===== src/sv/tqsf_pkg.sv =====
// Package for the task queue: request, result and entry layouts, status codes,
// request codes and configuration register indexes.
// No dependencies.
`default_nettype none

package tqsf_pkg;

    typedef enum logic [1:0] {
        ST_DONE  = 2'd0,
        ST_FULL  = 2'd1,
        ST_EMPTY = 2'd2
    } t_status;

    localparam logic REQ_PUSH = 1'b0;
    localparam logic REQ_POP  = 1'b1;

    localparam int unsigned CFG_IDX_W = 8;
    localparam int unsigned CFG_DATA_W = 8;
    localparam logic [CFG_IDX_W-1:0] CFG_IDX_MODE = 8'd0;
    localparam logic [CFG_IDX_W-1:0] CFG_IDX_CAP  = 8'd1;

    localparam logic       MODE_RESET = 1'b0;
    localparam logic [4:0] CAP_RESET  = 5'd16;

    typedef struct packed {
        logic        req_type;
        logic [15:0] conn_tag;
        logic [31:0] file_size;
        logic        static_flag;
    } t_in_item;

    typedef struct packed {
        logic [1:0]  status;
        logic [15:0] out_conn_tag;
        logic [31:0] out_file_size;
        logic        out_static_flag;
        logic [4:0]  entry_count;
    } t_out_item;

    typedef struct packed {
        logic        static_flag;
        logic [31:0] file_size;
        logic [15:0] conn_tag;
    } t_entry;

    localparam int unsigned ENTRY_W = $bits(t_entry);

endpackage

`default_nettype wire


===== src/sv/tqsf_ram.sv =====
// Entry store: one write port, one read port with registered read data.
// Depends on nothing; width and depth come from the instantiating module.
`default_nettype none

module tqsf_ram #(
    parameter int unsigned DEPTH = 16,
    parameter int unsigned WIDTH = 49
) (
    input  wire logic                     i_clk,
    input  wire logic                     i_wr_en,
    input  wire logic [$clog2(DEPTH)-1:0] i_wr_addr,
    input  wire logic [WIDTH-1:0]         i_wr_data,
    input  wire logic                     i_rd_en,
    input  wire logic [$clog2(DEPTH)-1:0] i_rd_addr,
    output logic      [WIDTH-1:0]         o_rd_data
);

    logic [WIDTH-1:0] r_mem [DEPTH];

    always_ff @(posedge i_clk) begin
        if (i_wr_en) begin
            r_mem[i_wr_addr] <= i_wr_data;
        end
    end

    always_ff @(posedge i_clk) begin
        if (i_rd_en) begin
            o_rd_data <= r_mem[i_rd_addr];
        end
    end

endmodule

`default_nettype wire


===== src/sv/tqsf_min_unit.sv =====
// Running-minimum unit for the smallest-first search: one 32-bit compare,
// keeps the best entry and its slot. Uses tqsf_pkg for the entry layout.
`default_nettype none

module tqsf_min_unit #(
    parameter int unsigned AW = 4
) (
    input  wire logic            i_clk,
    input  wire logic            i_load,
    input  wire logic            i_update,
    input  wire tqsf_pkg::t_entry i_entry,
    input  wire logic [AW-1:0]   i_idx,
    output tqsf_pkg::t_entry     o_best,
    output logic      [AW-1:0]   o_best_idx
);

    tqsf_pkg::t_entry r_best;
    logic [AW-1:0]    r_best_idx;
    logic             take;

    // Equal sizes go to the later slot in queue order.
    assign take = i_update && (i_load || (i_entry.file_size <= r_best.file_size));

    always_ff @(posedge i_clk) begin
        if (take) begin
            r_best     <= i_entry;
            r_best_idx <= i_idx;
        end
    end

    assign o_best     = r_best;
    assign o_best_idx = r_best_idx;

endmodule

`default_nettype wire


===== src/sv/task_queue_fifo_or_smallest_first_core.sv =====
// Bounded task queue with FIFO or smallest-file-size-first pop. One request is
// handled at a time; o_in_ready is high only while the sequencer is idle. A
// push or a rejected or empty request passes through S_EXEC and S_DONE to
// o_out_valid. A pop reads the store through its single registered read
// port: a FIFO pop reads only the head entry in S_SCAN, a smallest-first pop
// reads all N held entries in S_SCAN, then every later entry is shifted down
// to close the gap left by the popped one, by S_SH_RD and S_SH_WR (one read
// and one write per entry on the store). A finished result sits in an output
// register, so the next request can be taken while the result waits. The
// entry store needs no clearing after reset.
`default_nettype none

module task_queue_fifo_or_smallest_first_core #(
    parameter int unsigned DEPTH = 16
) (
    input  wire logic                                   i_clk,
    input  wire logic                                   i_rst_n,
    input  wire logic                                   i_in_valid,
    output logic                                        o_in_ready,
    input  wire tqsf_pkg::t_in_item                     i_in,
    output logic                                        o_out_valid,
    input  wire logic                                   i_out_ready,
    output tqsf_pkg::t_out_item                         o_out,
    input  wire logic                                   i_cfg_valid,
    output logic                                        o_cfg_ready,
    input  wire logic [tqsf_pkg::CFG_IDX_W-1:0]         i_cfg_index,
    input  wire logic [tqsf_pkg::CFG_DATA_W-1:0]        i_cfg_data
);

    localparam int unsigned AW = $clog2(DEPTH);
    localparam int unsigned CW = $clog2(DEPTH + 1);
    localparam int unsigned EW = (CW > 5) ? CW : 5;

    typedef enum logic [5:0] {
        S_IDLE  = 6'b000001,
        S_EXEC  = 6'b000010,
        S_SCAN  = 6'b000100,
        S_SH_RD = 6'b001000,
        S_SH_WR = 6'b010000,
        S_DONE  = 6'b100000
    } t_state;

    function automatic logic [AW-1:0] f_next(input logic [AW-1:0] a);
        return (a == AW'(DEPTH - 1)) ? '0 : a + AW'(1);
    endfunction

    function automatic logic [AW-1:0] f_prev(input logic [AW-1:0] a);
        return (a == '0) ? AW'(DEPTH - 1) : a - AW'(1);
    endfunction

    t_state              r_state, n_state;
    logic                r_mode;
    logic [4:0]          r_cap;
    logic [AW-1:0]       r_head, n_head;
    logic [AW-1:0]       r_tail, n_tail;
    logic [CW-1:0]       r_count, n_count;
    tqsf_pkg::t_in_item  r_req, n_req;
    logic [AW-1:0]       r_idx, n_idx;
    logic [AW-1:0]       r_wi, n_wi;
    logic [CW-1:0]       r_left, n_left;
    logic                r_dv, n_dv;
    logic [AW-1:0]       r_didx, n_didx;
    tqsf_pkg::t_out_item r_res, n_res;
    logic                r_out_valid;
    tqsf_pkg::t_out_item r_out;

    logic                ram_we, ram_re;
    logic [AW-1:0]       ram_waddr, ram_raddr;
    tqsf_pkg::t_entry    ram_wdata, ram_rdata;
    logic                mu_load, mu_update;
    tqsf_pkg::t_entry    mu_best;
    logic [AW-1:0]       mu_idx;

    logic [EW-1:0]       cap_w, eff_cap;
    logic                full;
    logic                slot_free;
    tqsf_pkg::t_out_item pop_res;
    tqsf_pkg::t_entry    push_entry;
    logic [CW:0]         head_plus_count, exp_tail;

    tqsf_ram #(
        .DEPTH (DEPTH),
        .WIDTH (tqsf_pkg::ENTRY_W)
    ) u_ram (
        .i_clk     (i_clk),
        .i_wr_en   (ram_we),
        .i_wr_addr (ram_waddr),
        .i_wr_data (ram_wdata),
        .i_rd_en   (ram_re),
        .i_rd_addr (ram_raddr),
        .o_rd_data (ram_rdata)
    );

    tqsf_min_unit #(
        .AW (AW)
    ) u_min (
        .i_clk      (i_clk),
        .i_load     (mu_load),
        .i_update   (mu_update),
        .i_entry    (ram_rdata),
        .i_idx      (r_didx),
        .o_best     (mu_best),
        .o_best_idx (mu_idx)
    );

    // Capacity 0 acts as 1, anything above the built depth as the depth.
    always_comb begin
        cap_w = EW'(r_cap);
        if (cap_w == '0) begin
            eff_cap = EW'(1);
        end else if (cap_w > EW'(DEPTH)) begin
            eff_cap = EW'(DEPTH);
        end else begin
            eff_cap = cap_w;
        end
        full = EW'(r_count) >= eff_cap;
    end

    assign push_entry.static_flag = r_req.static_flag;
    assign push_entry.file_size   = r_req.file_size;
    assign push_entry.conn_tag    = r_req.conn_tag;

    always_comb begin
        pop_res.status          = tqsf_pkg::ST_DONE;
        pop_res.out_conn_tag    = mu_best.conn_tag;
        pop_res.out_file_size   = mu_best.file_size;
        pop_res.out_static_flag = mu_best.static_flag;
        pop_res.entry_count     = 5'(r_count - CW'(1));
    end

    assign slot_free = !r_out_valid || i_out_ready;

    always_comb begin
        n_state   = r_state;
        n_head    = r_head;
        n_tail    = r_tail;
        n_count   = r_count;
        n_req     = r_req;
        n_idx     = r_idx;
        n_wi      = r_wi;
        n_left    = r_left;
        n_dv      = r_dv;
        n_didx    = r_didx;
        n_res     = r_res;
        ram_we    = 1'b0;
        ram_re    = 1'b0;
        ram_waddr = r_tail;
        ram_raddr = r_idx;
        ram_wdata = push_entry;
        mu_load   = 1'b0;
        mu_update = 1'b0;

        unique case (r_state)
            S_IDLE: begin
                if (i_in_valid) begin
                    n_req   = i_in;
                    n_state = S_EXEC;
                end
            end
            S_EXEC: begin
                n_res       = '0;
                n_res.entry_count = 5'(r_count);
                n_dv        = 1'b0;
                if (r_req.req_type == tqsf_pkg::REQ_PUSH) begin
                    if (full) begin
                        n_res.status = tqsf_pkg::ST_FULL;
                    end else begin
                        ram_we            = 1'b1;
                        n_tail            = f_next(r_tail);
                        n_count           = r_count + CW'(1);
                        n_res.entry_count = 5'(r_count + CW'(1));
                    end
                    n_state = S_DONE;
                end else if (r_count == '0) begin
                    n_res.status = tqsf_pkg::ST_EMPTY;
                    n_state      = S_DONE;
                end else begin
                    n_idx   = r_head;
                    n_left  = r_mode ? r_count : CW'(1);
                    n_state = S_SCAN;
                end
            end
            S_SCAN: begin
                n_dv = 1'b0;
                if (r_left != '0) begin
                    ram_re = 1'b1;
                    n_didx = r_idx;
                    n_idx  = f_next(r_idx);
                    n_left = r_left - CW'(1);
                    n_dv   = 1'b1;
                end
                // The first entry read is always the head slot.
                if (r_dv) begin
                    mu_update = 1'b1;
                    mu_load   = (r_didx == r_head);
                end
                if (r_left == '0 && !r_dv) begin
                    if (mu_idx == r_head) begin
                        n_head  = f_next(r_head);
                        n_count = r_count - CW'(1);
                        n_res   = pop_res;
                        n_state = S_DONE;
                    end else if (f_next(mu_idx) == r_tail) begin
                        n_tail  = f_prev(r_tail);
                        n_count = r_count - CW'(1);
                        n_res   = pop_res;
                        n_state = S_DONE;
                    end else begin
                        n_wi    = mu_idx;
                        n_idx   = f_next(mu_idx);
                        n_state = S_SH_RD;
                    end
                end
            end
            S_SH_RD: begin
                ram_re  = 1'b1;
                n_state = S_SH_WR;
            end
            S_SH_WR: begin
                // Shift one entry down over the gap.
                ram_we    = 1'b1;
                ram_waddr = r_wi;
                ram_wdata = ram_rdata;
                n_wi      = r_idx;
                n_idx     = f_next(r_idx);
                if (f_next(r_idx) == r_tail) begin
                    n_tail  = f_prev(r_tail);
                    n_count = r_count - CW'(1);
                    n_res   = pop_res;
                    n_state = S_DONE;
                end else begin
                    n_state = S_SH_RD;
                end
            end
            S_DONE: begin
                if (slot_free) begin
                    n_state = S_IDLE;
                end
            end
            default: begin
                n_state = S_IDLE;
            end
        endcase
    end

    always_ff @(posedge i_clk) begin
        if (!i_rst_n) begin
            r_state     <= S_IDLE;
            r_head      <= '0;
            r_tail      <= '0;
            r_count     <= '0;
            r_dv        <= 1'b0;
            r_left      <= '0;
            r_out_valid <= 1'b0;
        end else begin
            r_state <= n_state;
            r_head  <= n_head;
            r_tail  <= n_tail;
            r_count <= n_count;
            r_dv    <= n_dv;
            r_left  <= n_left;
            if (r_state == S_DONE && slot_free) begin
                r_out_valid <= 1'b1;
            end else if (i_out_ready) begin
                r_out_valid <= 1'b0;
            end
        end
    end

    always_ff @(posedge i_clk) begin
        r_req  <= n_req;
        r_idx  <= n_idx;
        r_wi   <= n_wi;
        r_didx <= n_didx;
        r_res  <= n_res;
        if (r_state == S_DONE && slot_free) begin
            r_out <= r_res;
        end
    end

    always_ff @(posedge i_clk) begin
        if (!i_rst_n) begin
            r_mode <= tqsf_pkg::MODE_RESET;
            r_cap  <= tqsf_pkg::CAP_RESET;
        end else if (i_cfg_valid) begin
            if (i_cfg_index == tqsf_pkg::CFG_IDX_MODE) begin
                r_mode <= i_cfg_data[0];
            end else if (i_cfg_index == tqsf_pkg::CFG_IDX_CAP) begin
                r_cap <= i_cfg_data[4:0];
            end
        end
    end

    assign o_in_ready  = (r_state == S_IDLE);
    assign o_out_valid = r_out_valid;
    assign o_out       = r_out;
    assign o_cfg_ready = 1'b1;

    // Expected tail slot from head and count, for the ring check below.
    always_comb begin
        head_plus_count = (CW + 1)'(r_head) + (CW + 1)'(r_count);
        exp_tail = (head_plus_count >= (CW + 1)'(DEPTH))
                 ? head_plus_count - (CW + 1)'(DEPTH) : head_plus_count;
    end

    a_count_bound: assert property (@(posedge i_clk) disable iff (!i_rst_n)
        r_count <= CW'(DEPTH))
        else $error("held count above depth");

    a_ring_consistent: assert property (@(posedge i_clk) disable iff (!i_rst_n)
        (r_state == S_IDLE) |-> (AW'(exp_tail) == r_tail))
        else $error("head, tail and count disagree");

    a_one_at_a_time: assert property (@(posedge i_clk) disable iff (!i_rst_n)
        (i_in_valid && o_in_ready) |=> !o_in_ready)
        else $error("second transaction taken while busy");

    a_scan_nonempty: assert property (@(posedge i_clk) disable iff (!i_rst_n)
        (r_state == S_SCAN) |-> (r_count != '0))
        else $error("pop search on an empty queue");

endmodule

`default_nettype wire

===== config.mk =====
export PLATFORM = sky130hd
export DESIGN_NAME = task_queue_fifo_or_smallest_first_core
export DESIGN_NICKNAME = d
export VERILOG_FILES = /design/src/sv/tqsf_pkg.sv /design/src/sv/tqsf_ram.sv /design/src/sv/tqsf_min_unit.sv /design/src/sv/task_queue_fifo_or_smallest_first_core.sv
export SDC_FILE = /design/constraint.sdc
export NUM_CORES = 1
export LEC_CHECK = 0
export ABC_AREA = 1
export BUFFER_PORTS_ARGS = -buffer_cell sky130_fd_sc_hd__buf_2
export CORE_UTILIZATION = 30
export CTS_CLUSTER_SIZE = 30
export DETAILED_ROUTE_END_ITERATION = 16
export GPL_ROUTABILITY_DRIVEN = 0
export PLACE_DENSITY_LB_ADDON = 0.25
export SYNTH_ARGS = -nofsm -noshare
export SYNTH_HDL_FRONTEND = slang
export SYNTH_SLANG_ARGS = --single-unit
export TNS_END_PERCENT = 1

===== constraint.sdc =====
create_clock -name i_clk -period 4.4 [get_ports i_clk]
set_input_delay 0.88 -clock i_clk [delete_from_list [all_inputs] [get_ports i_clk]]
set_output_delay 0.88 -clock i_clk [all_outputs]
set_load 0.02 [all_outputs]

# After elaboration in Yosys (flattened, before gate mapping)
# Memory sizes are Yosys's and may differ from the RTL's. A register that Yosys moved wholly into a read port is not among the register bits.
# Cells that the tools add are included.
# word_totals
word_cells	169
mem_count	1
ramBits	784
regBits	259
# op_classes
n_bitwise	1
add_sub_neg	8
magnitude_cmp	3
eq_ne	28
reduce_logical	28
muxes	70
# mem_list
memory	depth	width	read_ports	rd_ports_with_merged_regs	wr	line	text
u_ram.r_mem	16	49	1	1	1	tqsf_ram.sv:18	logic [WIDTH-1:0] r_mem [DEPTH];
# op_table
cell	n
$mux W56	4
$pmux W56 S3	1
$mux W4	21
$mux W5	12
$mux W49	1
$mux W6	8
$pmux W6 S6	1
$le A32 B32 Y1	1
$ne A2 B2 Y1 const B	12
$pmux W4 S3	2
$add A4 B1 Y4 const B	4
$eq A4 B4 Y1	4
$eq A4 B4 Y1 const B	4
$logic_not A5 Y1	3
$pmux W5 S3	1
$mux W1	12
$reduce_and A3 Y1	4
$reduce_and A4 Y1	3
$pmux W5 S2	1
$sub A5 B1 Y5 const B	2
$eq A8 B1 Y1 const B	1
$logic_not A8 Y1	1
$pmux W4 S2	1
$reduce_and A7 Y1	1
22 further kinds	33

# Logic depth before layout (Yosys ltp)
# Gate-level depths: netlist (run 1).
# depth
ltp_word	9
depth_mapped	17
depth_no_buf	17

# Modules after synthesis
# From an unflattened synthesis (run 1), not the netlist that was laid out.
# unflattened
hier_cells	4329
area_unflattened_um2	46723.6
# modules_own_cells
module	seq_area_each_um2	cells_per_inst	area_per_inst_um2	n_inst
tqsf_ram	25014.0	3231	35197.5	1
task_queue_fifo_or_smallest_first_core	5865.6	903	9049.9	1
tqsf_min_unit	1591.5	195	2476.1	1

# Least setup slack after synthesis (run 1)
# No wires, ideal clock.
# synth_path
path_kind	reg-to-reg
startpoint	reg r_cap[2], in the netlist cap_w[2]
endpoint	mem u_ram.r_mem[0][0], enable pin
path_slack_ns	0.164
setup_ns	0.456
period_less_slack_ns	4.236
arrival_ns	3.780
path_buffers	0
stages_incl_launch_ff	14
cell_sequence	dfxtp_1 -> nor2_1 -> a21oi_1 -> nor2_1 -> ha_1 -> inv_1 -> nand2_1 -> nand2_1 -> nor2_1 -> nor2_2 -> nand2_1 -> o21ai_1 -> nand3_1 -> nor2_1
# synth_between
elab_chain_cells	9
elab_cells_between_ends	10
classes_between	2 x order compare; 7 x mux; 1 x reduce/logical
# synth_lines
item	line	text
start, declared	task_queue_fifo_or_smallest_first_core.sv:53	logic [4:0] r_cap;
start signal, assigned	task_queue_fifo_or_smallest_first_core.sv:284	r_cap <= tqsf_pkg::CAP_RESET;
start signal, assigned	task_queue_fifo_or_smallest_first_core.sv:289	r_cap <= i_cfg_data[4:0];
$gt A5 B5 Y1	task_queue_fifo_or_smallest_first_core.sv:111	end else if (cap_w > EW'(DEPTH)) begin
$mux W5	task_queue_fifo_or_smallest_first_core.sv:111	
$mux W5 *	task_queue_fifo_or_smallest_first_core.sv:109	if (cap_w == '0) begin
$ge A5 B5 Y1 *	task_queue_fifo_or_smallest_first_core.sv:116	full = EW'(r_count) >= eff_cap;
$mux W1 *	task_queue_fifo_or_smallest_first_core.sv:165	if (full) begin
$mux W1 *	task_queue_fifo_or_smallest_first_core.sv:164	if (r_req.req_type == tqsf_pkg::REQ_PUSH) begin
$pmux W1 S2 *	task_queue_fifo_or_smallest_first_core.sv:153	unique case (r_state)
$mux W1 *	tqsf_ram.sv:21	if (i_wr_en) begin
$mux W1 (not written as such) *	tqsf_ram.sv:22	r_mem[i_wr_addr] <= i_wr_data;
end, declared	tqsf_ram.sv:18	
# Every way passes the cells marked *; elsewhere a longest branch is shown, timed or not.

# Final worst setup path (run 1)
# layout_path
startpoint	reg r_cap[3], in the netlist cap_w[3]
endpoint	mem u_ram.r_mem[9][28], enable pin
# Same word-level chain as after synthesis.

==> impl_metrics.tcl, run 1 <==
set metrics [dict create \
    status "finished clean" \
    swShare_pct 22.6 \
    post_cts_buffers 0 \
    vdd_ir_drop_max_mv 0.309 \
    die_w_um 381 \
    gr-total-overflow 0 \
    fill_cells 13773 \
    drc 0 \
    cts.clk_slew.worst_paths_ps 60 \
    hold_path_startpoint "i_in[45]" \
    drv_slew 0 \
    maxSlewHeadroom_pct 15.4 \
    antenna_found_initial 4 \
    tritoncts "done" \
    drt_iter0_markers 2039 \
    firstDrtPassIters 5 \
    core_area_um2 142000 \
    synth_cells 3206 \
    critPathMaxFanout 30 \
    fin_worst_skew_ps 23.4 \
    clk_latency_ps 700 \
    leakagePower_nw 16.7 \
    ctsResizeCount 0 \
    drive_gt1_share_pct 12.1 \
    viasPerCell 4.86 \
    ys_types 43 \
    grt_use_total_pct 15.0 \
    synth_ff_type "edfxtp_1" \
    p_int_mw 18.0 \
    r2r-start "cap_w[3]" \
    seq_area_um2 32500 \
    fp-row-count 138 \
    yosysMostFrequentCell "edfxtp_1" \
    final_nets 3431 \
    finalWirelength_mm 110 \
    cts_buffer_depth 3 \
    n_antenna_cell 0 \
    multi_input_area_um2 9410 \
    finalPower_mw 23.3 \
    hold_class "input pin to flip-flop" \
    antenna_left 0 \
    hpwlAfterDp_mm 58.8 \
    synth_area_leader_cell "edfxtp_1" \
    switching_power_mw 5.27 \
    die_h_um 381 \
    avgSynthCellArea_um2 13.4 \
    die_area_um2 145000 \
    yosysTopAreaCellShare_pct 74.0 \
    yosys_warnings 0 \
    async_reset_ff_share_pct 0 \
    hold_viol_final 0 \
    yosys-top-cells-count "1060 x edfxtp_1, 519 x nor2_1, 428 x o21ai_0, 336 x nand2_1, 151 x clkbuf_1" \
    drv_cap 0 \
    grt_pass1_wl_mm 164 \
    layout_min_cycle_time_ps 3670 \
    synth_fp_nets 3324 \
    worstMarginPinSlew_ps 1270 \
    crit_arrival_ps 3990 \
    min_period_over_period_pct 83.4 \
    grt_pass1_vias 25255 \
    cts_buffers 109 \
    setup_viol 0 \
    synth_edf_count 1060 \
    yosysSeqAreaShare_pct 75.5 \
    critPathRequiredTime_ps 4720 \
    tns_ps 0 \
    grt_start_max_net_pins 173 \
    p_per_area_nw_per_um2 468 \
    cts_sinks 1092 \
    htreeDepth 3 \
    pwr-share-clk_pct 40.9 \
    cp-start-kind "flip-flop" \
    synth_area_um2 43000 \
    syn2layout_area_growth_pct 15.6 \
    synth_area_leaders "edfxtp_1 74%, o21ai_0 5.0%, nor2_1 4.5%, nand2_1 2.9%, o221ai_1 2.8%" \
    rsz0062_at_grt "false" \
    port-buffer-count 125 \
    cp-startpoint "cap_w[3]" \
    cts_hold_buf 0 \
    boundaryPins 130 \
    wl_per_cell_um 20.8 \
    pwr-share-seq_pct 52.1 \
    via_count 25725 \
    synth_seq_cells 1092 \
    cts_root_buffer "clkbuf_16" \
    endpoint_kind "flip-flop" \
    crit_type "flip-flop to flip-flop" \
    fmax_ghz 0.273 \
    start_util_pct 30.3 \
    combinationalPowerShare_pct 7.0 \
]
## cells in the final DEF, fill, tap and decap left out, types with 61 or more instances in the layout
| cell type | count |
|---|---|
| buf_2 | 125 |
| o211ai_1 | 65 |
| o221ai_1 | 138 |
| inv_1 | 113 |
| o21ai_0 | 427 |
| nand2_1 | 335 |
| nand3_1 | 94 |
| clkbuf_16 | 113 |
| o22ai_1 | 61 |
| edfxtp_1 | 1060 |
| nor2_1 | 500 |
## layout make-up
type	instances	share of cell area, %
repair buffers	188	2.66
multi-input cells	1798	18.9
well taps	1890	4.76
clock buffers	136	5.86
inverters	124	0.962
flip-flops and latches	1092	65.3
clock inverters	64	1.49
## worst max-delay path: stages, from the launching register on
cell and delay, ps:
dfxtp_1 360, nor2_1 50, a21oi_1 130, nor2_1 70, ha_1 260, inv_1 60
nand2_1 40, nand2_1 50, nor2_1 50, nor2_2 240, nand2_1 230, o21ai_1 510
nand3_1 490, nor2_4 200, buf_4 510
## stage by stage
step / hold WS, ps / cell area (µm²) / setup WS [ps] / util (%) / cells
2_1_floorplan: 400 / 43000 / 164 / - / 3206
6_report: 358 / 49700 / 732 / 35.0 / 5292
5_1_grt: 329 / 49700 / 492 / 35.0 / 5292
4_1_cts: 304 / 49700 / 681 / 35.0 / 5292
3_5_place_dp: 405 / 46100 / 706 / 32.4 / 5092
3_3_place_gp: 402 / 46100 / 652 / 32.4 / 5092
## flip-flops by register name, indices dropped and copies added (netlist names)
signal,flops
r_count,5
r_wi,4
u_min.o_best_idx,4
u_ram.o_rd_data,49
r_left,5
r_req,1
r_didx,4
u_min.o_best,49
push_entry,49
r_state,6
r_tail,4
u_ram.r_mem,784
r_dv,1
r_mode,1
o_out_valid,1
r_idx,4
r_head,4
cap_w,5
r_res,56
o_out,56
## final timing paths
path	end	slack, ps	cells after the start
max	u_ram.r_mem[9][28]	730	14
max reg2reg	u_ram.r_mem[9][28]	730	14
min reg2reg	o_out[22]	420	0
min	push_entry[12]	360	1
## power groups by stage
stage          clock network (mW)  logic (mW)  registers (mW)
6_report                     9.53        1.62            12.1
5_1_grt                      10.1        1.83            12.1
4_1_cts                      9.75        1.66            12.1
3_5_place_dp                    0        1.65            12.3
3_3_place_gp                    0        1.64            12.3
2_1_floorplan                   0        1.03            12.3
## logic make-up after synthesis
logic type / share of synthesized area (%)
simple gates: 9.42
flops: 75.5
xor+xnor: 0.326
fa+ha+maj: 1.37
buf+inv: 2.94
compound gates: 10.4
other cells: 0.00872
## per-layer routing
layer | wire [µm] | share of wire, % | track usage [%]
met5 | 0 | 0 | 0
met4 | 2380 | 2.2 | 4.53
met3 | 5450 | 5.0 | 1.96
met2 | 52700 | 48 | 25.0
met1 | 49500 | 45 | 20.3
Note: power is estimated with default switching activity, not from simulation.
==> inputs of run 2 (changes only) <==
clock period = 3.5 ns   (was 4.4 ns; I/O delays follow)
==> impl_metrics.tcl, run 2 (synthesized netlist as in run 1, its figures left out) <==
set metrics [dict create \
    via_count 25784 \
    critPathMaxFanout 12 \
    top_register "u_ram.r_mem" \
    fmax_ghz 0.337 \
    cts_buffer_depth 3 \
    drt_iter0_markers 2231 \
    cp_slowest_stage_delay_ps 370 \
    largest_reg_flops 784 \
    tritoncts "done" \
    drv_cap 0 \
    grt_pass1_vias 25158 \
    core_area_um2 142000 \
    status "finished clean" \
    firstDrtPassIters 5 \
    leakagePower_nw 16.9 \
    p_int_mw 22.6 \
    fin_worst_skew_ps 30.4 \
    gr-total-overflow 0 \
    fin_util_pct 35.4 \
    vdd_ir_drop_max_mv 0.396 \
    grt_pass1_wl_mm 165 \
    post_cts_buffers 0 \
    syn2layout_area_growth_pct 16.7 \
    tns_ps 0 \
    hold_viol_final 0 \
    cts_buffers 110 \
    cts_hold_buf 0 \
    final_nets 3451 \
    n_antenna_cell 0 \
    min_period_over_period_pct 84.7 \
    grt_start_max_net_pins 199 \
    die_h_um 381 \
    antenna_found_initial 3 \
    crit_arrival_ps 3370 \
    layout_commonest_cell "edfxtp_1" \
    setup_viol 0 \
    cts.clk_slew.worst_paths_ps 60 \
    slowest_stage "dfxtp_1" \
    dpl.cell_count 5111 \
    final_cells 5315 \
    htreeDepth 3 \
    cts_root_buffer "clkbuf_16" \
    layout_common_cells "1060 x edfxtp_1, 500 x nor2_1, 428 x o21ai_0" \
    boundaryPins 130 \
    cts_sinks 1092 \
    drive_gt1_share_pct 12.6 \
    layout_min_cycle_time_ps 2960 \
    swShare_pct 22.9 \
    rsz0062_at_grt "false" \
    pre_cts_slack_ps 511 \
    die_area_um2 145000 \
    pwr-share-clk_pct 41.0 \
    hold_class "input pin to flip-flop" \
    finalPower_mw 29.4 \
    worstMarginPinSlew_ps 1140 \
    hpwlAfterDp_mm 59.6 \
    combinationalPowerShare_pct 7.0 \
    finalWirelength_mm 111 \
    ctsResizeCount 0 \
    switching_power_mw 6.72 \
    wl_per_cell_um 20.9 \
    critPathRequiredTime_ps 3910 \
    holdWs_ps 168 \
    place_area_um2 46500 \
    final_area_um2 50200 \
    drc 0 \
    maxSlewHeadroom_pct 24.2 \
    port-buffer-count 125 \
    crit_type "flip-flop to flip-flop" \
    fin_ws_ps 536 \
    crit_chain "nor2_1, a21oi_1, nor2_1, ha_1, inv_1, nand2_1, nand2_1, nor2_1, nor2_2, nand2_1, o21ai_1, buf_4, nand3_1, buf_4, nor2_4, buf_12" \
    fp-row-count 138 \
    die_w_um 381 \
    p_per_area_nw_per_um2 585 \
    antenna_left 0 \
    viasPerCell 4.85 \
    drv_slew 0 \
    clk_latency_ps 720 \
    start_util_pct 30.3 \
    cp-start-kind "flip-flop" \
    endpoint_kind "flip-flop" \
    grt_use_total_pct 15.1 \
    pwr-share-seq_pct 52.0 \
]
run 2: cell types whose count changed in the layout (fill, tap and decap cells not counted), sizes merged:
cell,before,now
buf,188,207
bufinv,16,15
clkbuf,136,142
clkinv,41,38
clkinvlp,3,5
run 2: final timing paths:
check | start | to | slack (ps) | depth (start not counted)
setup / recovery | cap_w[3] | u_ram.r_mem[9][34] | 540 | 16
hold / removal | i_in[29] | push_entry[44] | 170 | 1
setup reg to reg | cap_w[3] | u_ram.r_mem[9][34] | 540 | 16
hold reg to reg | r_res[8] | o_out[8] | 410 | 0
run 2: layout make-up:
class                           count  area [µm²]
Fill cell                       13762       91800
Sequential cell                  1092       32500
Multi-Input combinational cell   1798        9410
Clock buffer                      142        2950
Tap cell                         1890        2360
Timing Repair Buffer              207        1770
Clock inverter                     62         741
Inverter                          124         478
run 2: worst max-delay path, delay by kind of cell (launching register included):
| family | cells | cell delay, ps |
|---|---|---|
| buf+inv | 4 | 640 |
| flops | 1 | 370 |
| fa+ha+maj | 1 | 270 |
| simple gates | 9 | 1060 |
| compound gates | 2 | 320 |
run 2: power by group through the flow:
stage | clock network (mW) | logic, mW | registers [mW]
finish | 12.0 | 2.06 | 15.3
global route | 12.8 | 2.31 | 15.3
CTS | 12.3 | 2.10 | 15.3
detailed placement | 0 | 2.10 | 15.5
global placement | 0 | 2.08 | 15.5
floorplan | 0 | 1.29 | 15.5
run 2: layer usage:
metal,track usage [%],share of wire (%),vias to the layer above
li1,-,-,12113
met4,4.55,2.0,0
met2,25.2,48,660
met3,1.99,4.9,132
met5,0,0,-
met1,20.4,45,12879
